### src/rtl/assert_macros.svh
// Assertion helpers shared by the RTL. Each use clocks on clk and is off while arst_n is low.
`ifndef ASSERT_MACROS_SVH
`define ASSERT_MACROS_SVH

// Plain property, checked at every rising edge.
`define ASSERT_CLK(label, prop, msg) \
	label: assert property (@(posedge clk) disable iff (!arst_n) (prop)) else $error(msg);

// Same-cycle implication.
`define ASSERT_IMPLIES(label, ante, cons, msg) \
	label: assert property (@(posedge clk) disable iff (!arst_n) (ante) |-> (cons)) \
		else $error(msg);

`endif

### src/rtl/lpht_pkg.sv
package lpht_pkg;

	// Slot count; must be a power of two so that the probe index wraps by masking.
	localparam int CAPACITY = 256;
	localparam int IDX_W    = $clog2(CAPACITY);
	localparam int UCNT_W   = IDX_W + 1;
	localparam int KEY_W    = 32;
	localparam int HASH_W   = 32;
	localparam int VAL_W    = 64;
	localparam int LIM_W    = 8;
	localparam int CMP_W    = ((UCNT_W > LIM_W) ? UCNT_W : LIM_W) + 1;

	localparam logic [LIM_W-1:0] FILL_LIMIT_RST = LIM_W'(192);

	typedef enum logic [1:0] {
		MODE_SET,
		MODE_GET,
		MODE_REMOVE,
		MODE_CLEAR
	} mode_t;

	typedef enum logic [1:0] {
		MARK_EMPTY,
		MARK_TOMB,
		MARK_FULL
	} mark_t;

	typedef enum logic [1:0] {
		STAT_DONE,
		STAT_MISS,
		STAT_FULL
	} status_t;

	typedef enum logic {
		ST_IDLE,
		ST_PROBE
	} state_t;

	typedef struct packed {
		mark_t             mark;
		logic [KEY_W-1:0]  key;
	} entry_t;

	// Write port of the slot store.
	typedef struct packed {
		logic              entry_en;
		logic              value_en;
		logic [IDX_W-1:0]  addr;
		entry_t            entry;
		logic [VAL_W-1:0]  value;
	} wr_req_t;

	// Registered read data of the slot store; mark already reads empty for unwritten slots.
	typedef struct packed {
		entry_t            entry;
		logic [VAL_W-1:0]  value;
	} rd_data_t;

endpackage

### src/rtl/lpht_ctrl.sv
`include "assert_macros.svh"

module lpht_ctrl import lpht_pkg::*; (
	input  logic              clk,
	input  logic              arst_n,
	input  logic              start,
	output logic              busy,
	input  mode_t             mode,
	input  logic [KEY_W-1:0]  key_id,
	input  logic [HASH_W-1:0] key_hash,
	input  logic [VAL_W-1:0]  value_in,
	input  logic [LIM_W-1:0]  fill_limit,
	output logic [IDX_W-1:0]  rd_addr,
	input  rd_data_t          rd,
	output wr_req_t           wr,
	output logic              clr,
	output logic              done,
	output status_t           status,
	output logic              was_new,
	output logic [VAL_W-1:0]  value_out
);

	state_t             state_q, state_d;
	mode_t              mode_q;
	logic [KEY_W-1:0]   key_q;
	logic [VAL_W-1:0]   value_q;
	logic [IDX_W-1:0]   idx_q;
	logic [IDX_W-1:0]   cnt_q;
	logic               tomb_vld_q;
	logic [IDX_W-1:0]   tomb_idx_q;
	logic [UCNT_W-1:0]  used_q;
	logic               done_q;
	status_t            status_q;
	logic               was_new_q;
	logic [VAL_W-1:0]   value_out_q;

	logic               accept;
	logic [IDX_W-1:0]   idx_nxt;
	logic               is_empty, is_tomb, is_match, is_last;
	logic               fin;
	logic               hit_ok, hit_tomb;
	logic [IDX_W-1:0]   hit_idx;
	logic               over_limit;
	logic               rec_tomb;
	logic               used_inc;
	status_t            res_status;
	logic               res_new;
	logic [VAL_W-1:0]   res_value;

	assign busy    = (state_q != ST_IDLE);
	assign accept  = start && !busy;
	assign idx_nxt = idx_q + IDX_W'(1);

	// Classify the slot just read.
	always_comb begin
		is_empty   = (rd.entry.mark == MARK_EMPTY);
		is_tomb    = (rd.entry.mark == MARK_TOMB);
		is_match   = (rd.entry.mark == MARK_FULL) && (rd.entry.key == key_q);
		is_last    = (cnt_q == IDX_W'(CAPACITY - 1));
		rec_tomb   = is_tomb && !tomb_vld_q;
		over_limit = (CMP_W'(used_q) + CMP_W'(1)) > CMP_W'(fill_limit);
		hit_idx    = tomb_vld_q ? tomb_idx_q : idx_q;
		priority if (is_match) begin
			hit_ok   = 1'b1;
			hit_tomb = 1'b0;
			hit_idx  = idx_q;
		end else if (is_empty) begin
			hit_ok   = 1'b1;
			hit_tomb = tomb_vld_q;
		end else begin
			hit_ok   = tomb_vld_q || rec_tomb;
			hit_tomb = 1'b1;
		end
	end

	always_comb begin
		state_d = state_q;
		unique case (state_q)
			ST_IDLE: begin
				if (accept && mode != MODE_CLEAR) begin
					state_d = ST_PROBE;
				end
			end
			ST_PROBE: begin
				if (fin) begin
					state_d = ST_IDLE;
				end
			end
			default: state_d = ST_IDLE;
		endcase
	end

	always_comb begin
		rd_addr     = key_hash[IDX_W-1:0];
		wr          = '0;
		wr.addr     = hit_idx;
		wr.entry.key = key_q;
		wr.value    = value_q;
		clr         = 1'b0;
		fin         = 1'b0;
		used_inc    = 1'b0;
		res_status  = STAT_DONE;
		res_new     = 1'b0;
		res_value   = '0;
		unique case (state_q)
			ST_IDLE: begin
				clr = accept && (mode == MODE_CLEAR);
			end
			ST_PROBE: begin
				rd_addr = idx_nxt;
				fin     = is_match || is_empty || is_last;
				if (fin) begin
					unique case (mode_q)
						MODE_SET: begin
							priority if (is_match) begin
								wr.value_en = 1'b1;
							end else if (!hit_ok) begin
								res_status = STAT_FULL;
							end else if (!hit_tomb && over_limit) begin
								res_status = STAT_FULL;
							end else begin
								wr.entry_en   = 1'b1;
								wr.value_en   = 1'b1;
								wr.entry.mark = MARK_FULL;
								used_inc      = !hit_tomb;
								res_new       = 1'b1;
							end
						end
						MODE_GET: begin
							if (is_match) begin
								res_value = rd.value;
							end else begin
								res_status = STAT_MISS;
							end
						end
						MODE_REMOVE: begin
							if (is_match) begin
								wr.entry_en   = 1'b1;
								wr.entry.mark = MARK_TOMB;
							end else begin
								res_status = STAT_MISS;
							end
						end
						default: res_status = STAT_DONE;
					endcase
				end
			end
			default: rd_addr = key_hash[IDX_W-1:0];
		endcase
	end

	always_ff @(posedge clk) begin
		if (accept) begin
			mode_q  <= mode;
			key_q   <= key_id;
			value_q <= value_in;
			idx_q   <= key_hash[IDX_W-1:0];
			cnt_q   <= '0;
		end else if (state_q == ST_PROBE) begin
			idx_q <= idx_nxt;
			cnt_q <= cnt_q + IDX_W'(1);
		end
		if (state_q == ST_PROBE && rec_tomb) begin
			tomb_idx_q <= idx_q;
		end
		if (accept || fin) begin
			status_q    <= accept ? STAT_DONE : res_status;
			was_new_q   <= accept ? 1'b0 : res_new;
			value_out_q <= accept ? '0 : res_value;
		end
	end

	always_ff @(posedge clk or negedge arst_n) begin
		if (!arst_n) begin
			state_q    <= ST_IDLE;
			tomb_vld_q <= 1'b0;
			used_q     <= '0;
			done_q     <= 1'b0;
		end else begin
			state_q <= state_d;
			done_q  <= fin || clr;
			if (accept) begin
				tomb_vld_q <= 1'b0;
			end else if (state_q == ST_PROBE && rec_tomb) begin
				tomb_vld_q <= 1'b1;
			end
			if (clr) begin
				used_q <= '0;
			end else if (used_inc) begin
				used_q <= used_q + UCNT_W'(1);
			end
		end
	end

	assign done      = done_q;
	assign status    = status_q;
	assign was_new   = was_new_q;
	assign value_out = value_out_q;

	`ASSERT_IMPLIES(a_side_fields_zero, done_q && status_q != STAT_DONE,
		!was_new_q && value_out_q == '0, "side fields set on a failed request")
	`ASSERT_IMPLIES(a_new_only_on_set, done_q && was_new_q,
		mode_q == MODE_SET && status_q == STAT_DONE, "was_new outside a completed set")

endmodule

### config.mk
export PLATFORM = sky130hd
export DESIGN_NAME = lpht_ctrl
export DESIGN_NICKNAME = d
export VERILOG_FILES = /design/src/rtl/lpht_pkg.sv /design/src/rtl/lpht_ctrl.sv
export VERILOG_INCLUDE_DIRS = /design/src /design/src/rtl
export SDC_FILE = /design/constraint.sdc
export NUM_CORES = 1
export LEC_CHECK = 0
export CAP_MARGIN = 10
export CORE_AREA = 2 2 163 165
export CTS_BUF_LIST = sky130_fd_sc_hd__clkbuf_8
export DETAILED_ROUTE_END_ITERATION = 10
export DIE_AREA = 0 0 165 167
export DONT_BUFFER_PORTS = 1
export PLACE_DENSITY = 0.54
export SYNTH_ARGS = -nofsm -noshare
export SYNTH_HDL_FRONTEND = slang
export SYNTH_SLANG_ARGS = --single-unit
### constraint.sdc
create_clock -name clk -period 5.9 [get_ports clk]
set_input_delay 0 -clock clk [delete_from_list [all_inputs] [get_ports clk]]
set_output_delay 0 -clock clk [all_outputs]
set_load 0.02 [all_outputs]
==> results.sh, run 1 <==
export IMPL_status="finished clean"
export IMPL_yosysWarnings=0
export IMPL_async_reset_ff_share_pct=5.970
export IMPL_crit_slowest_cell="buf_4"
export IMPL_post_cts_setup_buffer_count=0
export IMPL_syn_area_um2=8075
export IMPL_vias=5126
export IMPL_synth_edf_count=181
export IMPL_start_util_pct=31.34
export IMPL_final_max_slew_viol_count=0
export IMPL_rsz0062_at_grt="no"
export IMPL_syn_num_nets=783
export IMPL_rows=59
export IMPL_boundaryPins=425
export IMPL_cts_root_buf="clkbuf_8"
export IMPL_cts_tree="yes"
export IMPL_antenna_cells=0
export IMPL_avgSynthCellArea_um2=15.27
export IMPL_layout_nets=986
export IMPL_overflow=0
export IMPL_ctsResizeCount=0
export IMPL_ys_flop_type="edfxtp_1"
export IMPL_setup_viol=0
export IMPL_design_die_area_um2=27560
export IMPL_grt_max_degree=80
export IMPL_place_congestion=0.8013
export IMPL_comb_power_share_pct=13.0
export IMPL_fillCellCount=2281
export IMPL_setup_ws_ns=2.409
export IMPL_firstDrtPassIters=4
export IMPL_synth_seq_cells=201
export IMPL_clock_fmax_mhz=286.5
export IMPL_clockPowerShare_pct=34.1
export IMPL_fin_crit_ns=3.491
export IMPL_crit_path_end_kind="flop"
export IMPL_crit_path_start_kind="flop"
export IMPL_dp_slack_ns=2.435
export IMPL_power_switching_w=0.001233
export IMPL_synth_area_leaders="edfxtp_1, and2_1, xnor2_1, dfrtp_1, ha_1"
export IMPL_dp_hpwl_mm=14.93
export IMPL_sw_frac_of_total_pct=30.13
export IMPL_cp_required_ns=6.02
export IMPL_dieHeight_um=167
export IMPL_tns_ns=0
export IMPL_synth_top_cell_area_share_pct=67.31
export IMPL_grt_total_usage_pct=15.07
export IMPL_cts_max_level=2
export IMPL_clkLatencyLatePin_ns=0.52
export IMPL_slowest_delay_ns=0.78
export IMPL_hold_class="in2reg"
export IMPL_irDropWorstVdd_mv=0.2184
export IMPL_numPortBuffers=0
export IMPL_synthCells=529
export IMPL_die_width_um=165
export IMPL_antenna_left=0
export IMPL_synthToLayoutAreaGrowth_pct=35.75
export IMPL_p_per_area_nw_per_um2=373.4
export IMPL_drc=0
export IMPL_leakage_nw=4.012
export IMPL_cts_inserted_buffers=36
export IMPL_intPower_w=0.002860
export IMPL_fin_crit_sh_pct=59.16
export IMPL_drt_iter0_markers=355
export IMPL_cts_num_sinks=201
export IMPL_ys_seq_area_share_pct=73.01
export IMPL_crit_chain="inv_1 -> nand2_1 -> inv_4 -> buf_4"
export IMPL_synth_cell_types=48
export IMPL_finalHoldViolations=0
export IMPL_drive_above_1_share_pct=9.921
export IMPL_cts_hold_buf=176
export IMPL_cp_arrival_ns=3.61
export IMPL_yosysTopAreaCell="edfxtp_1"
export IMPL_relSlewSlack_pct=31.31
export IMPL_maxCapViolations=0
export IMPL_clock_path_buffers=3
export IMPL_worstMarginPinSlew_ns=1.030
export IMPL_coreArea_um2=25760
export IMPL_crit_fanout=79
export IMPL_critical_path_class="reg2reg"
export IMPL_viasPerCell=4.698
export IMPL_antenna_found_initial=0
export IMPL_grt_pass1_wl_mm=31.68
export IMPL_cp_num_buf_inv=3
export IMPL_p_seq_share_pct=52.8
export IMPL_clk_pin_slew_worst_paths_ns=0.05
export IMPL_routedWlPerCell_um=19.92
export IMPL_wl_mm=21.73
export IMPL_skew_ns=0.02527
export IMPL_path_delay_family="buffers and inverters"
export IMPL_grt_pass1_vias=5457
[power by group through the flow]
stage | sequential (W) | clock (W) | combinational, W
after global placement | 0.00218 | 0 | 0.000422
after floorplan | 0.00213 | 0 | 0.000358
after global routing | 0.00219 | 0.00151 | 0.000586
final | 0.00216 | 0.00140 | 0.000534
after CTS | 0.00216 | 0.00144 | 0.000537
after detailed placement | 0.00219 | 0 | 0.000435
[metal layers]
layer	part of all wire [%]	GRT usage [%]	up-vias
met5	0	0	-
met1	37	16.73	2462
met3	9.1	5.405	36
met2	52	26.61	294
met4	2.0	4.877	0
li1	-	-	2334
[layout make-up]
cell class / instances / area [µm²] / share of cell area [%]
multi-input cells: 298 / 2032 / 18.54
repair buffers: 179 / 1784 / 16.28
flip-flops and latches: 201 / 5896 / 53.78
inverters: 16 / 62.56 / 0.5707
clock buffers: 38 / 523.0 / 4.771
clock inverters: 24 / 245.2 / 2.237
well taps: 335 / 419.2 / 3.824
[path summary, 6_finish.rpt]
path	startpoint	end	slack, ns	cells past startpoint
worst max register to register	busy	value_q[37]	2.41	4
worst max-delay path	busy	value_q[37]	2.41	4
max in group asynchronous	arst_n	used_q[4]	4.99	2
worst min register to register	cnt_q[1]	cnt_q[1]	0.51	2
worst min-delay path	mode[1]	used_q[6]	0.03	3
min in group asynchronous	arst_n	tomb_vld_q	0.50	2
[worst reg2reg max path, cell delays in order (launching register included)]
cell and delay [ns]:
dfrtp_1 0.75, inv_1 0.54, nand2_1 0.47, inv_4 0.44, buf_4 0.78
[cells by family after synthesis]
family          count (synthesis)  synth area share, %
compound gates                 48                3.703
xor+xnor                       48                5.206
fa+ha+maj                      15                2.324
buf+inv                        30                1.968
flops                         201                73.01
mux                            11                1.503
simple gates                  176                12.29
[cells in the final DEF (no fill, tap or decap), types with 4 or more instances in the layout]
cell type and n:
and3_1 5, clkbuf_8 38, dfrtp_1 12, a21oi_1 16, o22ai_1 4, clkinv_1 9
dfxtp_1 8, nor3_1 5, bufinv_16 5, nand4_1 7, nand2_1 33, xnor2_1 36
xor2_1 12, and2_1 65, nor2_1 23, o21ai_0 10, ha_1 15, dlygate4sd3_1 176
nand3_1 19, inv_1 19, edfxtp_1 181, mux2_2 9
[synthesized netlist by cell type, types with 3 or more instances]
master    count
edfxtp_1    181
and2_1       65
xnor2_1      36
nand2_1      33
nor2_1       23
nand3_1      19
a21oi_1      17
ha_1         15
inv_1        15
dfrtp_1      12
xor2_1       12
o21ai_0      10
mux2_2        9
dfxtp_1       8
clkbuf_1      7
nand4_1       7
buf_6         6
and3_1        5
nor3_1        5
o22ai_1       4
a21o_1        3
a31o_2        3
nor4_2        3
[stage by stage]
stage	area (µm²)	hold slack, ns	util, %	cells	power, W
floorplan	8075	-0.2956	-	529	0.002490
global placement	8432	-0.2950	32.73	853	0.002604
detailed placement	8432	-0.2952	32.73	853	0.002625
CTS	10960	0.0008196	42.55	1091	0.004139
global route	10960	0.03040	42.55	1091	0.004289
finish	10960	0.03097	42.55	1091	0.004093
[sequential cells by signal (all words and copies together), names as in the netlist]
name        cells
value_out      64
value_q        64
key_q          32
used_q          9
cnt_q           8
idx_q           8
tomb_idx_q      8
mode_q          2
status          2
busy            1
done            1
tomb_vld_q      1
was_new         1
No activity file was read; power rests on OpenSTA's default activity.
==> run 2: changes to the inputs <==
--- a/config.mk
+++ b/config.mk
@@ -6,13 +6,14 @@
 export SDC_FILE = /design/constraint.sdc
 export NUM_CORES = 1
 export LEC_CHECK = 0
+export ABC_AREA = 1
 export CAP_MARGIN = 10
-export CORE_AREA = 2 2 163 165
+export CORE_AREA = 2 2 166 168
 export CTS_BUF_LIST = sky130_fd_sc_hd__clkbuf_8
 export DETAILED_ROUTE_END_ITERATION = 10
-export DIE_AREA = 0 0 165 167
+export DIE_AREA = 0 0 168 170
 export DONT_BUFFER_PORTS = 1
-export PLACE_DENSITY = 0.54
+export PLACE_DENSITY = 0.58
 export SYNTH_ARGS = -nofsm -noshare
 export SYNTH_HDL_FRONTEND = slang
 export SYNTH_SLANG_ARGS = --single-unit
==> constraint.sdc (replaced) <==
create_clock -name clk -period 3.3 [get_ports clk]
set_input_delay 0 -clock clk [delete_from_list [all_inputs] [get_ports clk]]
set_output_delay 0 -clock clk [all_outputs]
set_load 0.02 [all_outputs]
==> run 2 against run 1 <==
Synthesized cell count rose by 58%. Hold slack improved by 0.015 ns. Core utilization rose by 3.5 points. Clock skew fell by 0.0049 ns. Power rose by 71%. Register-to-register slack got worse by 1.8 ns. First-iteration DRC count rose by 1.7%. Via count rose by 26%. Count of clock-buffer cells in the layout rose by 1. Area after synthesis rose by 17%.
==> results.sh, run 2 <==
export IMPL_async_reset_ff_share_pct=5.970
export IMPL_ys_seq_area_share_pct=62.57
export IMPL_grt_pass1_vias=6583
export IMPL_rows=60
export IMPL_grt_total_usage_pct=17.56
export IMPL_status="finished clean"
export IMPL_cts_root_buf="clkbuf_8"
export IMPL_fin_crit_ns=3.002
export IMPL_p_per_area_nw_per_um2=571.2
export IMPL_critPathCapture="wr[107]"
export IMPL_synth_cell_types=38
export IMPL_fillCellCount=2402
export IMPL_cts_num_sinks=201
export IMPL_dieHeight_um=170
export IMPL_maxCapViolations=0
export IMPL_synthToLayoutAreaGrowth_pct=30.26
export IMPL_start_util_pct=35.36
export IMPL_syn_area_um2=9423
export IMPL_netlist_top_cells_count="edfxtp_1, nand2_1, inv_1, nor2_4, nor2_1"
export IMPL_die_width_um=168
export IMPL_crit_fanout=5
export IMPL_boundaryPins=425
export IMPL_cts_max_level=2
export IMPL_finalHoldViolations=0
export IMPL_hold_class="in2reg"
export IMPL_cp_required_ns=3.30
export IMPL_place_congestion=0.8046
export IMPL_synth_edf_count=181
export IMPL_worstMarginPinSlew_ns=0.7696
export IMPL_synthCells=834
export IMPL_crit_start="used_q[0]"
export IMPL_final_common_cell="edfxtp_1"
export IMPL_cts_tree="yes"
export IMPL_synth_seq_cells=201
export IMPL_relSlewSlack_pct=48.69
export IMPL_synth_top_cell_area_share_pct=57.68
export IMPL_ys_flop_type="edfxtp_1"
export IMPL_clkLatencyLatePin_ns=0.52
export IMPL_multi_input_area_um2=2803
export IMPL_fin_crit_sh_pct=90.96
export IMPL_clk_pin_slew_worst_paths_ns=0.06
export IMPL_grt_max_degree=106
export IMPL_clock_fmax_mhz=333.2
export IMPL_firstDrtPassIters=4
export IMPL_utilization_pct=46.06
export IMPL_coreArea_um2=26650
export IMPL_reg2reg_to="value_out[59]"
export IMPL_crit_path_end_kind="output pin"
export IMPL_yosysWarnings=0
export IMPL_yosysTopAreaCell="edfxtp_1"
export IMPL_design_die_area_um2=28560
export IMPL_viasPerCell=4.585
export IMPL_rr_startpoint="key_q[21]"
export IMPL_cts_inserted_buffers=36
export IMPL_antenna_left=0
export IMPL_antenna_found_initial=2
export IMPL_drive_above_1_share_pct=14.10
export IMPL_overflow=0
export IMPL_drc=0
export IMPL_critical_path_class="reg2out"
export IMPL_avgSynthCellArea_um2=11.30
export IMPL_layout_common_cells="edfxtp_1, dlygate4sd3_1, inv_1"
export IMPL_clock_path_buffers=3
export IMPL_skew_ns=0.02039
export IMPL_final_max_slew_viol_count=0
export IMPL_hold_ws_ns=0.04606
export IMPL_dp_hpwl_mm=18.49
export IMPL_r2r_slack_ns=0.58
export IMPL_syn_num_nets=1088
export IMPL_vias=6478
export IMPL_synth_area_leaders="edfxtp_1, nor2_4, nand2_1, inv_1, dfrtp_1"
export IMPL_numPortBuffers=0
export IMPL_tns_ns=0
export IMPL_wl_mm=26.05
export IMPL_grt_pass1_wl_mm=37.94
export IMPL_irDropWorstVdd_mv=0.4398
export IMPL_drt_iter0_markers=361
export IMPL_synth_most_common_cell="edfxtp_1"
export IMPL_setup_viol=0
export IMPL_leakage_nw=5.106
export IMPL_crit_path_start_kind="flop"
export IMPL_layout_nets=1300
export IMPL_cp_arrival_ns=3.00
export IMPL_rr_worst_depth=13
export IMPL_routedWlPerCell_um=18.43
export IMPL_seq_area_um2=5897
run 2: cell types whose count changed after synthesis, sizes merged, moves of 22 or more:
cell	delta
and2	-60
inv	+146
nor2	+99
nand2	+133
o21ai	+22
nand3	+24
run 2: area by class of cell:
class / instances / area share, %
Tap cell: 341 / 3.476
Sequential cell: 201 / 48.04
Clock buffer: 39 / 4.373
Clock inverter: 24 / 1.050
Timing Repair Buffer: 186 / 15.15
Inverter: 164 / 5.056
Multi-Input combinational cell: 457 / 22.83
Antenna cell: 1 / 0.02039
run 2: power by group:
part           leakage (nW)  internal (W)  switching [W]
Sequential             1.97       0.00320       0.000524
Clock                 0.374       0.00116        0.00102
Combinational          2.76      0.000383       0.000716
Total                  5.11       0.00475        0.00226
run 2: worst min path at each step:
stage | slack, ns | cells after the start | endpoint | start
2_1_floorplan | -0.30 | 0 | busy | arst_n
3_3_place_gp | -0.30 | 0 | used_q[0] | arst_n
3_5_place_dp | -0.30 | 0 | used_q[0] | arst_n
4_1_cts | 0.00005 | 5 | busy | rd[97]
5_1_grt | 0.07 | 5 | status[1] | rd[97]
6_report | 0.05 | 5 | busy | rd[97]
run 2: logic make-up (layout without fill, tap and decap cells):
family / Yosys count / after routing / synth area share (%)
xor gates and xnor gates: 26 / 26 / 2.576
and+or+nand+nor: 367 / 367 / 21.75
DFF: 201 / 201 / 62.57
adders and majority gates: 15 / 15 / 1.992
AOI/OAI and AO/OA: 49 / 49 / 2.762
buffers and inverters: 176 / 413 / 8.352
other: 0 / 1 / 0
run 2: timing repair:
| item | 4_1_cts | 5_1_grt |
|---|---|---|
| hold endpoints to repair | 204 | 0 |
| gates resized for setup | 0 | 10 |
| endpoints found under the setup margin | 0 | 3 |
| setup buffers | 0 | 2 |
| hold buffers | 175 | 0 |
run 2: metrics by stage:
| step | worst slack, ns | power [W] | cells | cell area, µm² |
|---|---|---|---|---|
| 2_1_floorplan | -0.4947 | 0.004400 | 834 | 9458 |
| 3_3_place_gp | 0.5637 | 0.004664 | 1172 | 9801 |
| 3_5_place_dp | 0.5582 | 0.004683 | 1172 | 9801 |
| 4_1_cts | 0.04875 | 0.007079 | 1410 | 12220 |
| 5_1_grt | -0.001809 | 0.007356 | 1412 | 12270 |
| 6_report | 0.2984 | 0.007012 | 1413 | 12270 |
run 2: worst max-delay path, cell delays in order, from the launching register on:
cell,delay [ns]
dfrtp_1,0.41
nand3_1,0.16
nor3_1,0.27
xor2_1,0.24
ha_1,0.28
nand2_1,0.08
nor2_1,0.06
nand2_1,0.06
nand3_1,0.07
nand2_1,0.06
nand2_1,0.05
a21oi_2,0.18
inv_1,0.07
nand2_2,0.08
nand3_2,0.16
o21bai_4,0.23
run 2: routing by layer:
layer  share of wire, %  global-route usage, %  up-vias  wire (µm)
met5              0.050                      0        -         13
met3                8.8                  6.116       41       2293
met2                 49                  29.75      259      12670
met1                 40                  21.03     3057      10480
met4                2.3                  5.595        2        587
li1                   -                      -     3119          -
